<file path="config.mk">
export PLATFORM = sky130hd
export DESIGN_NAME = sequential_disc_space_allocator_top_flat
export DESIGN_NICKNAME = d
export VERILOG_FILES = /design/src/design/sdsa_pkg.sv /design/src/design/sdsa_req_if.sv /design/src/design/sdsa_res_if.sv /design/src/design/sdsa_core.sv /design/src/design/sdsa_outq.sv /design/src/design/sequential_disc_space_allocator_top.sv /design/src/flat_wrapper.sv
export SDC_FILE = /design/constraint.sdc
export NUM_CORES = 1
export LEC_CHECK = 0
export ABC_CLOCK_PERIOD_IN_PS = 21000
export BUFFER_PORTS_ARGS = -buffer_cell sky130_fd_sc_hd__clkbuf_2
export CORE_ASPECT_RATIO = 2
export CORE_MARGIN = 3
export CORE_UTILIZATION = 50
export DETAILED_ROUTE_END_ITERATION = 12
export PLACE_DENSITY = 0.69
export REMOVE_ABC_BUFFERS = 1
export SLEW_MARGIN = 20
export SYNTH_ARGS = -nofsm -noshare
export SYNTH_HDL_FRONTEND = slang
export SYNTH_SLANG_ARGS = --single-unit
</file>
<file path="constraint.sdc">
create_clock -name i_clk -period 21 [get_ports i_clk]
set_clock_uncertainty 0.2 [all_clocks]
set_input_delay 1.05 -clock i_clk [delete_from_list [all_inputs] [get_ports i_clk]]
set_output_delay 1.05 -clock i_clk [all_outputs]
set_load 0.05 [all_outputs]
</file>
<file path="src/design/sdsa_pkg.sv">
// shared types and constants of the disc space allocator
`timescale 1ns / 1ps
`default_nettype none

package sdsa_pkg;

    localparam int unsigned NODE_W   = 5;
    localparam int unsigned DISC_W   = 6;
    localparam int unsigned IMAGE_W  = 16;
    localparam int unsigned BYTES_W  = 44;
    localparam int unsigned GNODE_W  = 4;
    localparam int unsigned GLOBAL_W = 11;
    localparam int unsigned CFG_IDX_W = 2;

    localparam logic [63:0] LARGE_FACTOR = 64'd10;

    localparam logic [CFG_IDX_W-1:0] CFG_START_NODE  = 2'd0;
    localparam logic [CFG_IDX_W-1:0] CFG_START_DISC  = 2'd1;
    localparam logic [CFG_IDX_W-1:0] CFG_START_IMAGE = 2'd2;
    localparam logic [CFG_IDX_W-1:0] CFG_START_USED  = 2'd3;

    typedef enum logic [1:0] {
        ST_GRANT     = 2'd0,
        ST_INVALID   = 2'd1,
        ST_TOO_LARGE = 2'd2,
        ST_EXHAUSTED = 2'd3
    } t_status;

    typedef struct packed {
        t_status               status;
        logic [GNODE_W-1:0]    grant_node;
        logic [DISC_W-1:0]     grant_disc;
        logic [IMAGE_W-1:0]    grant_image;
        logic [BYTES_W-1:0]    grant_offset;
        logic [BYTES_W-1:0]    grant_length;
        logic [GLOBAL_W-1:0]   global_image;
    } t_result;

endpackage

`default_nettype wire

</file>
<file path="src/design/sdsa_req_if.sv">
// request channel interface
`timescale 1ns / 1ps
`default_nettype none

interface sdsa_req_if;
    logic        valid;
    logic        ready;
    logic [43:0] request_length;

    modport source (output valid, output request_length, input ready);
    modport sink (input valid, input request_length, output ready);
endinterface

`default_nettype wire

</file>
<file path="src/design/sdsa_res_if.sv">
// result channel interface
`timescale 1ns / 1ps
`default_nettype none

interface sdsa_res_if;
    logic        valid;
    logic        ready;
    logic [1:0]  status;
    logic [3:0]  grant_node;
    logic [5:0]  grant_disc;
    logic [15:0] grant_image;
    logic [43:0] grant_offset;
    logic [43:0] grant_length;
    logic [10:0] global_image;

    modport source (
        output valid, output status, output grant_node, output grant_disc,
        output grant_image, output grant_offset, output grant_length,
        output global_image, input ready
    );
    modport sink (
        input valid, input status, input grant_node, input grant_disc,
        input grant_image, input grant_offset, input grant_length,
        input global_image, output ready
    );
endinterface

`default_nettype wire

</file>
<file path="src/design/sdsa_core.sv">
// cursor registers, start registers and the single-pass allocation step
`timescale 1ns / 1ps
`default_nettype none

module sdsa_core
    import sdsa_pkg::*;
#(
    parameter int unsigned NODE_COUNT     = 16,
    parameter int unsigned DISCS_PER_NODE = 64,
    parameter int unsigned SMALL_DISCS    = 32,
    parameter logic [63:0] CAPACITY_UNIT  = 64'd1000000000000
) (
    input  wire logic                 i_clk,
    input  wire logic                 i_rst_n,
    input  wire logic                 i_fire,
    input  wire logic [BYTES_W-1:0]   i_len,
    input  wire logic                 i_cfg_we,
    input  wire logic [CFG_IDX_W-1:0] i_cfg_idx,
    input  wire logic [BYTES_W-1:0]   i_cfg_data,
    output t_result                   o_result
);

    localparam logic [BYTES_W-1:0] CAP_SMALL = BYTES_W'(CAPACITY_UNIT);
    localparam logic [BYTES_W-1:0] CAP_LARGE = BYTES_W'(LARGE_FACTOR * CAPACITY_UNIT);

    logic [NODE_W-1:0]  r_start_node,  n_start_node;
    logic [DISC_W-1:0]  r_start_disc,  n_start_disc;
    logic [IMAGE_W-1:0] r_start_image, n_start_image;
    logic [BYTES_W-1:0] r_start_used,  n_start_used;

    logic [NODE_W-1:0]  r_node,  n_node;
    logic [DISC_W-1:0]  r_disc,  n_disc;
    logic [IMAGE_W-1:0] r_image, n_image;
    logic [BYTES_W-1:0] r_used,  n_used;

    logic [BYTES_W-1:0] len;
    logic               cur_valid;
    logic [BYTES_W-1:0] cap0;
    logic [BYTES_W-1:0] cap1;
    logic [BYTES_W:0]   sum0;
    logic [DISC_W:0]    disc_inc;
    logic               disc_wrap;
    logic [NODE_W-1:0]  node1;
    logic [DISC_W-1:0]  disc1;

    // start registers as they stand after this cycle's write
    always_comb begin
        n_start_node  = r_start_node;
        n_start_disc  = r_start_disc;
        n_start_image = r_start_image;
        n_start_used  = r_start_used;
        if (i_cfg_we) begin
            case (i_cfg_idx)
                CFG_START_NODE:  n_start_node  = i_cfg_data[NODE_W-1:0];
                CFG_START_DISC:  n_start_disc  = i_cfg_data[DISC_W-1:0];
                CFG_START_IMAGE: n_start_image = i_cfg_data[IMAGE_W-1:0];
                CFG_START_USED:  n_start_used  = i_cfg_data;
                default: begin
                end
            endcase
        end
    end

    // allocation step: first try, then one advance and retry on a fresh disc
    always_comb begin
        len       = (i_len == '0) ? BYTES_W'(1) : i_len;
        cur_valid = (r_node < NODE_W'(NODE_COUNT)) &&
                    ({1'b0, r_disc} < (DISC_W + 1)'(DISCS_PER_NODE));
        cap0      = ({1'b0, r_disc} < (DISC_W + 1)'(SMALL_DISCS)) ? CAP_SMALL : CAP_LARGE;
        sum0      = {1'b0, r_used} + {1'b0, len};
        disc_inc  = {1'b0, r_disc} + (DISC_W + 1)'(1);
        disc_wrap = (disc_inc >= (DISC_W + 1)'(DISCS_PER_NODE));
        disc1     = disc_wrap ? '0 : disc_inc[DISC_W-1:0];
        node1     = disc_wrap ? (r_node + NODE_W'(1)) : r_node;
        cap1      = ({1'b0, disc1} < (DISC_W + 1)'(SMALL_DISCS)) ? CAP_SMALL : CAP_LARGE;

        n_node  = r_node;
        n_disc  = r_disc;
        n_image = r_image;
        n_used  = r_used;

        o_result = '0;

        if (!cur_valid) begin
            o_result.status = ST_INVALID;
        end else if (len > cap0) begin
            o_result.status = ST_TOO_LARGE;
        end else if (sum0 <= {1'b0, cap0}) begin
            o_result.status       = ST_GRANT;
            o_result.grant_node   = r_node[GNODE_W-1:0];
            o_result.grant_disc   = r_disc;
            o_result.grant_image  = r_image;
            o_result.grant_offset = r_used;
            o_result.grant_length = len;
            n_used                = sum0[BYTES_W-1:0];
        end else begin
            n_node  = node1;
            n_disc  = disc1;
            n_image = '0;
            n_used  = '0;
            if (node1 >= NODE_W'(NODE_COUNT)) begin
                o_result.status = ST_EXHAUSTED;
            end else if (len > cap1) begin
                o_result.status = ST_TOO_LARGE;
            end else begin
                o_result.status       = ST_GRANT;
                o_result.grant_node   = node1[GNODE_W-1:0];
                o_result.grant_disc   = disc1;
                o_result.grant_length = len;
                n_used                = len;
            end
        end

        o_result.global_image = GLOBAL_W'(n_node) * GLOBAL_W'(DISCS_PER_NODE)
                              + GLOBAL_W'(n_disc);
    end

    always_ff @(posedge i_clk) begin
        if (!i_rst_n) begin
            r_start_node  <= '0;
            r_start_disc  <= '0;
            r_start_image <= '0;
            r_start_used  <= '0;
            r_node        <= '0;
            r_disc        <= '0;
            r_image       <= '0;
            r_used        <= '0;
        end else if (i_cfg_we) begin
            r_start_node  <= n_start_node;
            r_start_disc  <= n_start_disc;
            r_start_image <= n_start_image;
            r_start_used  <= n_start_used;
            // any start write reloads the whole cursor
            r_node        <= n_start_node;
            r_disc        <= n_start_disc;
            r_image       <= n_start_image;
            r_used        <= n_start_used;
        end else if (i_fire) begin
            r_node  <= n_node;
            r_disc  <= n_disc;
            r_image <= n_image;
            r_used  <= n_used;
        end
    end

endmodule

`default_nettype wire

</file>
<file path="src/design/sdsa_outq.sv">
// two-entry result buffer: output register plus skid entry
`timescale 1ns / 1ps
`default_nettype none

module sdsa_outq
    import sdsa_pkg::*;
(
    input  wire logic    i_clk,
    input  wire logic    i_rst_n,
    input  wire logic    i_push,
    input  wire t_result i_data,
    output logic         o_full,
    output logic         o_valid,
    input  wire logic    i_ready,
    output t_result      o_data
);

    logic [1:0] r_cnt;
    t_result    r_q0;
    t_result    r_q1;
    logic       pop;

    assign pop     = o_valid && i_ready;
    assign o_valid = (r_cnt != 2'd0);
    assign o_full  = (r_cnt == 2'd2);
    assign o_data  = r_q0;

    always_ff @(posedge i_clk) begin
        if (!i_rst_n) begin
            r_cnt <= '0;
        end else begin
            case ({i_push, pop})
                2'b10: begin
                    r_cnt <= r_cnt + 2'd1;
                    if (r_cnt == 2'd0) begin
                        r_q0 <= i_data;
                    end else begin
                        r_q1 <= i_data;
                    end
                end
                2'b01: begin
                    r_cnt <= r_cnt - 2'd1;
                    r_q0  <= r_q1;
                end
                2'b11: begin
                    if (r_cnt == 2'd1) begin
                        r_q0 <= i_data;
                    end else begin
                        r_q0 <= r_q1;
                        r_q1 <= i_data;
                    end
                end
                default: begin
                end
            endcase
        end
    end

endmodule

`default_nettype wire

</file>
<file path="src/design/sequential_disc_space_allocator_top.sv">
// throughput: one request per cycle while the result buffer is not full, one result per request
// the path is input register, one pass of allocation logic, two-entry result buffer
// a stalled receiver fills the result buffer, then the input register holds and ready falls
// synchronous active-low reset clears start registers and cursor to zero, buffers empty
`timescale 1ns / 1ps
`default_nettype none

module sequential_disc_space_allocator_top
    import sdsa_pkg::*;
#(
    parameter int unsigned NODE_COUNT     = 16,
    parameter int unsigned DISCS_PER_NODE = 64,
    parameter int unsigned SMALL_DISCS    = 32,
    parameter logic [63:0] CAPACITY_UNIT  = 64'd1000000000000
) (
    input  wire logic                 i_clk,
    input  wire logic                 i_rst_n,
    sdsa_req_if.sink                  i_req,
    sdsa_res_if.source                o_res,
    input  wire logic                 i_cfg_we,
    input  wire logic [CFG_IDX_W-1:0] i_cfg_idx,
    input  wire logic [BYTES_W-1:0]   i_cfg_data
);

    logic               r_in_valid;
    logic [BYTES_W-1:0] r_in_len;
    logic               fire;
    logic               q_full;
    t_result            step_res;
    t_result            head;

    assign fire        = r_in_valid && !q_full;
    assign i_req.ready = !r_in_valid || fire;

    always_ff @(posedge i_clk) begin
        if (!i_rst_n) begin
            r_in_valid <= 1'b0;
        end else if (i_req.ready) begin
            r_in_valid <= i_req.valid;
        end
    end

    always_ff @(posedge i_clk) begin
        if (i_req.ready && i_req.valid) begin
            r_in_len <= i_req.request_length;
        end
    end

    sdsa_core #(
        .NODE_COUNT     (NODE_COUNT),
        .DISCS_PER_NODE (DISCS_PER_NODE),
        .SMALL_DISCS    (SMALL_DISCS),
        .CAPACITY_UNIT  (CAPACITY_UNIT)
    ) u_core (
        .i_clk      (i_clk),
        .i_rst_n    (i_rst_n),
        .i_fire     (fire),
        .i_len      (r_in_len),
        .i_cfg_we   (i_cfg_we),
        .i_cfg_idx  (i_cfg_idx),
        .i_cfg_data (i_cfg_data),
        .o_result   (step_res)
    );

    sdsa_outq u_outq (
        .i_clk   (i_clk),
        .i_rst_n (i_rst_n),
        .i_push  (fire),
        .i_data  (step_res),
        .o_full  (q_full),
        .o_valid (o_res.valid),
        .i_ready (o_res.ready),
        .o_data  (head)
    );

    assign o_res.status       = head.status;
    assign o_res.grant_node   = head.grant_node;
    assign o_res.grant_disc   = head.grant_disc;
    assign o_res.grant_image  = head.grant_image;
    assign o_res.grant_offset = head.grant_offset;
    assign o_res.grant_length = head.grant_length;
    assign o_res.global_image = head.global_image;

endmodule

`default_nettype wire
</file>
<file path="src/flat_wrapper.sv">
// flat-port wrapper written by rule: the top's interface ports become plain ports
module sequential_disc_space_allocator_top_flat import sdsa_pkg::*;
#(
    parameter int unsigned NODE_COUNT     = 16,
    parameter int unsigned DISCS_PER_NODE = 64,
    parameter int unsigned SMALL_DISCS    = 32,
    parameter logic [63:0] CAPACITY_UNIT  = 64'd1000000000000
)
  (i_clk, i_rst_n, i_cfg_we, i_cfg_idx, i_cfg_data, i_req_valid, i_req_request_length, i_req_ready, o_res_valid, o_res_status, o_res_grant_node, o_res_grant_disc, o_res_grant_image, o_res_grant_offset, o_res_grant_length, o_res_global_image, o_res_ready);
  sdsa_req_if i_req_i ();
  sdsa_res_if o_res_i ();
  input  wire logic i_clk;
  input  wire logic i_rst_n;
  input  wire logic i_cfg_we;
  input  wire logic [CFG_IDX_W-1:0] i_cfg_idx;
  input  wire logic [BYTES_W-1:0] i_cfg_data;
  input wire logic [$bits(i_req_i.valid)-1:0] i_req_valid;
  input wire logic [$bits(i_req_i.request_length)-1:0] i_req_request_length;
  output wire logic [$bits(i_req_i.ready)-1:0] i_req_ready;
  output wire logic [$bits(o_res_i.valid)-1:0] o_res_valid;
  output wire logic [$bits(o_res_i.status)-1:0] o_res_status;
  output wire logic [$bits(o_res_i.grant_node)-1:0] o_res_grant_node;
  output wire logic [$bits(o_res_i.grant_disc)-1:0] o_res_grant_disc;
  output wire logic [$bits(o_res_i.grant_image)-1:0] o_res_grant_image;
  output wire logic [$bits(o_res_i.grant_offset)-1:0] o_res_grant_offset;
  output wire logic [$bits(o_res_i.grant_length)-1:0] o_res_grant_length;
  output wire logic [$bits(o_res_i.global_image)-1:0] o_res_global_image;
  input wire logic [$bits(o_res_i.ready)-1:0] o_res_ready;
  assign i_req_i.valid = i_req_valid;
  assign i_req_i.request_length = i_req_request_length;
  assign i_req_ready = i_req_i.ready;
  assign o_res_valid = o_res_i.valid;
  assign o_res_status = o_res_i.status;
  assign o_res_grant_node = o_res_i.grant_node;
  assign o_res_grant_disc = o_res_i.grant_disc;
  assign o_res_grant_image = o_res_i.grant_image;
  assign o_res_grant_offset = o_res_i.grant_offset;
  assign o_res_grant_length = o_res_i.grant_length;
  assign o_res_global_image = o_res_i.global_image;
  assign o_res_i.ready = o_res_ready;
  sequential_disc_space_allocator_top #(.NODE_COUNT(NODE_COUNT), .DISCS_PER_NODE(DISCS_PER_NODE), .SMALL_DISCS(SMALL_DISCS), .CAPACITY_UNIT(CAPACITY_UNIT)) u_core (.i_clk(i_clk), .i_rst_n(i_rst_n), .i_req(i_req_i), .o_res(o_res_i), .i_cfg_we(i_cfg_we), .i_cfg_idx(i_cfg_idx), .i_cfg_data(i_cfg_data));
endmodule
</file>
## Word-level counts from Yosys, hierarchy flattened

Cells that the tools add are included.

- Add/sub/neg operators: 6
- Magnitude comparators: 8
- Eq/ne operators: 13
- Muxes and demuxes: 49
- Reductions and logical operators: 19

Operators with widths:

| cell | count |
|---|---|
| two-way mux 44 bit | 12 |
| two-way mux 127 bit | 4 |
| case mux 127 bit (3 select lines) | 1 |
| case mux 127 bit (2 select lines) | 1 |
| two-way mux 114 bit | 2 |
| two-way mux 16 bit | 6 |
| > comparator 44 bit | 2 |
| two-way mux 60 bit | 1 |
| adder 44 x 44 -> 45 bit | 1 |
| less-or-equal comparator 45 x 44 -> 1 bit | 1 |
| zero test 44 bit | 1 |
| two-way mux 6 bit | 7 |
| two-way mux 5 bit | 7 |
| two-way mux 10 bit | 2 |
| < comparator 6 bit (second input constant) | 2 |
| two-way mux 12 bit | 1 |
| adder 11 x 6 -> 11 bit | 1 |
| equality test 2 bit (second input constant) | 5 |
| inequality test 2 bit (second input constant) | 5 |
| nonzero test 2 bit | 5 |
| two-way mux 2 bit | 4 |
| AND reduction 4 bit | 2 |
| adder 6 x 1 -> 7 bit (second input constant) | 1 |
| greater-or-equal comparator 7 bit (second input constant) | 1 |
| 13 further kinds | 20 |

- Bits in registers: 443
- Input bits: 95
- Output and inout port bits: 129
- Word-level logic and storage cells: 120

## Logic depth before layout (Yosys ltp)

- Depth after elaboration: 13
- Gate-level depth with buffers: 33
- Gate-level depth less buffers: 30

## Hierarchy

A second synthesis with hierarchy kept.

- Cell total of the unflattened synthesis: 2639
- Area total of the unflattened synthesis: 25510.7 um^2

By module, submodules not included:

| module | times used | cells an instance | area each (um^2) | sequential area each (um^2) |
|---|---|---|---|---|
| sdsa_core | 1 | 1741 | 12514.5 | 2842.7 |
| sdsa_outq | 1 | 848 | 11624.9 | 7667.4 |
| sequential_disc_space_allocator_top | 1 | 50 | 1371.3 | 1341.3 |

## Worst setup path before layout

Ideal clock, no wire load.

- Path type: input-to-reg
- Start point: in i_rst_n
- End point: reg u_core.u_outq.r_q1[0] (netlist name), enable pin
- Library setup time: 802 ps
- Arrival: 10965 ps
- Setup slack: 9033 ps
- Stages on the path: 4
- Buffers on the path: 2
- Path through: clkbuf_1 > clkinv_1 > clkbuf_1 > a211oi_1

- Longest elaborated chain between the ends: 1

RTL lines:

| element | RTL line | text |
|---|---|---|
| from (decl) | flat_wrapper.sv:13 | `input wire logic i_rst_n;` |
| AND reduction 4 bit (no line) | -- |  |
| to (signal assigned) | sdsa_outq.sv:38 | `r_q1 <= i_data;` |
| to (signal assigned) | sdsa_outq.sv:50 | `r_q1 <= i_data;` |
| to (decl) | sdsa_outq.sv:20 | `t_result r_q1;` |

No other way between the ends.
A chain may end at the register's enable or synchronous reset.

==> results.cfg <==
[worst_hold_path]
min_from = u_core.u_core.r_start_image[5]$_SDFFE_PN0P_
min_path_type = flop to flop
min_path_cells = 2
holdPathEnd = u_core.u_core.r_start_image[5]$_SDFFE_PN0P_

[die]
die-width_microns = 160
io_pins = 224
die-height_microns = 313
start_util = 0.506
coreArea_sq_um = 46700
die_area_sq_um = 50100
core.rowCount = 112

[clock_network]
cts_tree = built
cts_hold_buf = 0
clkSinkCount = 443
clkSlewWorstSetupHoldPaths_ns = 0.07
cts_resized = 0
clock_path_buffers = 3
cts_setup_buffers = 0
cts-root-buf = clkbuf_16
cts_buffers = 41
htreeDepth = 2
clk_latency_ns = 0.57

[grt]
overflow = 0
grt_pass1_vias = 19600
grt_pass1_wl_microns = 118000
antenna_found_initial = 0
grt_max_degree = 126
grtUsageTotal = 0.305

[setup_path]
cp-start-kind = flop
path_buf_inv = 3
max_stage_delay_ns = 0.79
cp.required_ns = 21.19
path_class = flop to flop
arrival_ns = 10.03
cp-startpoint = u_core.r_in_len[22]$_DFFE_PP_
r2r-end = u_core.u_outq.r_q1[120]$_DFFE_PP_
critPathMaxFanout = 89
slowest_stage = buf_4
r2r-start = u_core.r_in_len[22]$_DFFE_PP_
reg2reg_depth = 30
cp_common_cell = nand3_1
path_delay_family = simple AND/OR/NAND/NOR gates
r2r_slack_ns = 11.16
end_kind = flop

[yosys]
yosys.area.top_type_share = 0.379
async_flop_share = 0
ys_ff_latch = 443
synth.area.top_cells = edfxtp_1 38%, dfxtp_1 12%, ha_1 5.6%
synth.most_common_cell = nand2_1
synth_area_sq_um = 23600
yosysWarnings = 0
synthTopCellsByCount = 328 x nand2_1, 298 x edfxtp_1, 181 x a21oi_1
synth-seq-area-share = 0.501
synth-edff-count = 298
synth_ff_type = edfxtp_1
yosys.area.top_type = edfxtp_1
ys_types = 97
postSynthCellCount = 2322
avgSynthCellArea_sq_um = 10.2

[sta]
fmax_mhz = 102
hold_viol = 0
tightest_slew_ns = 1.12
finalSetupViolCount = 0
fin_ws_ns = 11.16
fin_crit_sh = 0.468
layout_min_cycle_time_ns = 9.84
max_slew_margin = 0.251
setup-tns-final_ns = 0
rsz0062_at_grt = false
drv_slew = 0

[detailed_routing]
drt-total-wl_microns = 78500
viasPerCell = 6.26
avgRoutedWirePerCell_microns = 25.4
drtPass1Iterations = 6
vias = 19300
drt-initial-drc-count = 1842
drc = 0
ant_nets = 0

[flow_run]
drv_cap = 0

[finish]
area_delta_synth_final_pct = 12.0
final_nets = 2629
layout-drive-gt1-share = 0.163

[power_and_ir_drop]
powerDensity_nw_per_um2 = 99.3
p_leak_nw = 10.4
vdd_drop_max_uv = 118
p_total_mw = 2.63

[run_status]
status = finished clean

[placement]
pre_cts_ws_ns = 11.26
post-dp-hpwl_microns = 54500
numPortBuffers = 223
place.gp.congestion = 0.973
## stage by stage
stage | util | hold slack, ns | cells | area, sq um
after global routing | 0.567 | 0.274 | 3087 | 26500
after detailed placement | 0.538 | 0.247 | 3012 | 25100
final | 0.567 | 0.254 | 3088 | 26500
after global placement | 0.538 | 0.239 | 3012 | 25100
after CTS | 0.567 | 0.256 | 3087 | 26500
after floorplan | - | 0.234 | 2124 | 22800
## cell families (layout without fill, tap and decap cells)
kind of cell / Yosys count / in the layout / share of synthesized area
AO/OA/AOI/OAI: 658 / 658 / 0.203
AND/OR/NAND/NOR: 764 / 764 / 0.155
flip-flops: 443 / 443 / 0.501
other: 0 / 1 / 0
adder cells (fa/ha/maj): 107 / 107 / 0.0569
buffers and inverters: 253 / 391 / 0.0439
XOR/XNOR: 48 / 48 / 0.0178
multiplexers: 49 / 49 / 0.0220
## layout make-up
class / count / area (sq um)
fillers: 4126 / 20200
flip-flops and latches: 443 / 11900
multi-input cells: 1626 / 10800
repair buffers: 261 / 1420
clock buffers: 52 / 1140
well taps: 627 / 785
clock inverters: 23 / 244
inverters: 55 / 208
diodes: 1 / 2.50
## flip-flops by register name, summed over array words and instances, names as in the netlist
| name | flops |
|---|---|
| u_core.r_in_len | 44 |
| u_core.u_core.r_node | 5 |
| u_core.u_core.r_image | 16 |
| u_core.u_core.r_start_disc | 6 |
| u_core.r_in_valid | 1 |
| u_core.u_outq.r_q1 | 127 |
| u_core.u_core.r_start_node | 5 |
| u_core.u_outq.r_cnt | 2 |
| u_core.u_core.r_used | 44 |
| u_core.u_core.r_disc | 6 |
| u_core.u_outq.o_data | 127 |
| u_core.u_core.r_start_used | 44 |
| u_core.u_core.r_start_image | 16 |
## cells in the final DEF (no fill, tap or decap), drive strengths merged, types with 6 or more instances in the layout
| cell | instances |
|---|---|
| nand2 | 329 |
| edfxtp | 298 |
| clkbuf | 274 |
| a21oi | 185 |
| dfxtp | 145 |
| a22o | 107 |
| ha | 105 |
| nor2 | 101 |
| nand3 | 82 |
| and3 | 79 |
| o21ai | 76 |
| inv | 58 |
| and2 | 41 |
| o211ai | 40 |
| buf | 39 |
| a21o | 38 |
| a31oi | 34 |
| nor3 | 33 |
| xnor2 | 28 |
| mux2i | 26 |
| o2111a | 26 |
| mux2 | 23 |
| a211oi | 23 |
| nand4 | 21 |
| xor2 | 20 |
| o221ai | 18 |
| nor4 | 17 |
| a221o | 14 |
| clkinv | 13 |
| o21a | 12 |
| or3 | 12 |
| a211o | 11 |
| nor2b | 10 |
| o31ai | 10 |
| nand2b | 8 |
| or2 | 8 |
| a221oi | 7 |
| or4 | 7 |
| o21bai | 6 |
## per-layer routing
| metal | part of all wire | global-route usage | wire [microns] |
|---|---|---|---|
| met5 | 0 | 0 | 0 |
| met4 | 0.057 | 0.156 | 4440 |
| met3 | 0.050 | 0.0347 | 3890 |
| met2 | 0.53 | 0.574 | 41900 |
| met1 | 0.36 | 0.335 | 28300 |
## report_power, final
part	switching (mW)	internal (mW)
Clock	0.344	0.439
Sequential	0.0549	1.05
Combinational	0.550	0.192
## worst max path at each step
| stage | end | slack [ns] | depth (start not counted) |
|---|---|---|---|
| floorplan | u_core.u_outq.r_q1[0]$_DFFE_PP_ | 7.81 | 2 |
| global placement | u_core.u_outq.r_q1[120]$_DFFE_PP_ | 11.49 | 30 |
| detailed placement | u_core.u_outq.r_q1[120]$_DFFE_PP_ | 11.26 | 30 |
| CTS | u_core.u_outq.r_q1[120]$_DFFE_PP_ | 11.26 | 30 |
| global route | u_core.u_outq.r_q1[120]$_DFFE_PP_ | 10.73 | 30 |
| finish | u_core.u_outq.r_q1[120]$_DFFE_PP_ | 11.16 | 30 |
## worst reg2reg max path, delay by kind of cell, from the launching register on
family,cells,cell delay (ns)
compound gates,11,3.27
xor+xnor,1,0.17
simple gates,12,3.37
buf+inv,3,1.02
flops,1,0.67
fa+ha+maj,3,0.99
Power figures use the tool's default switching activity.
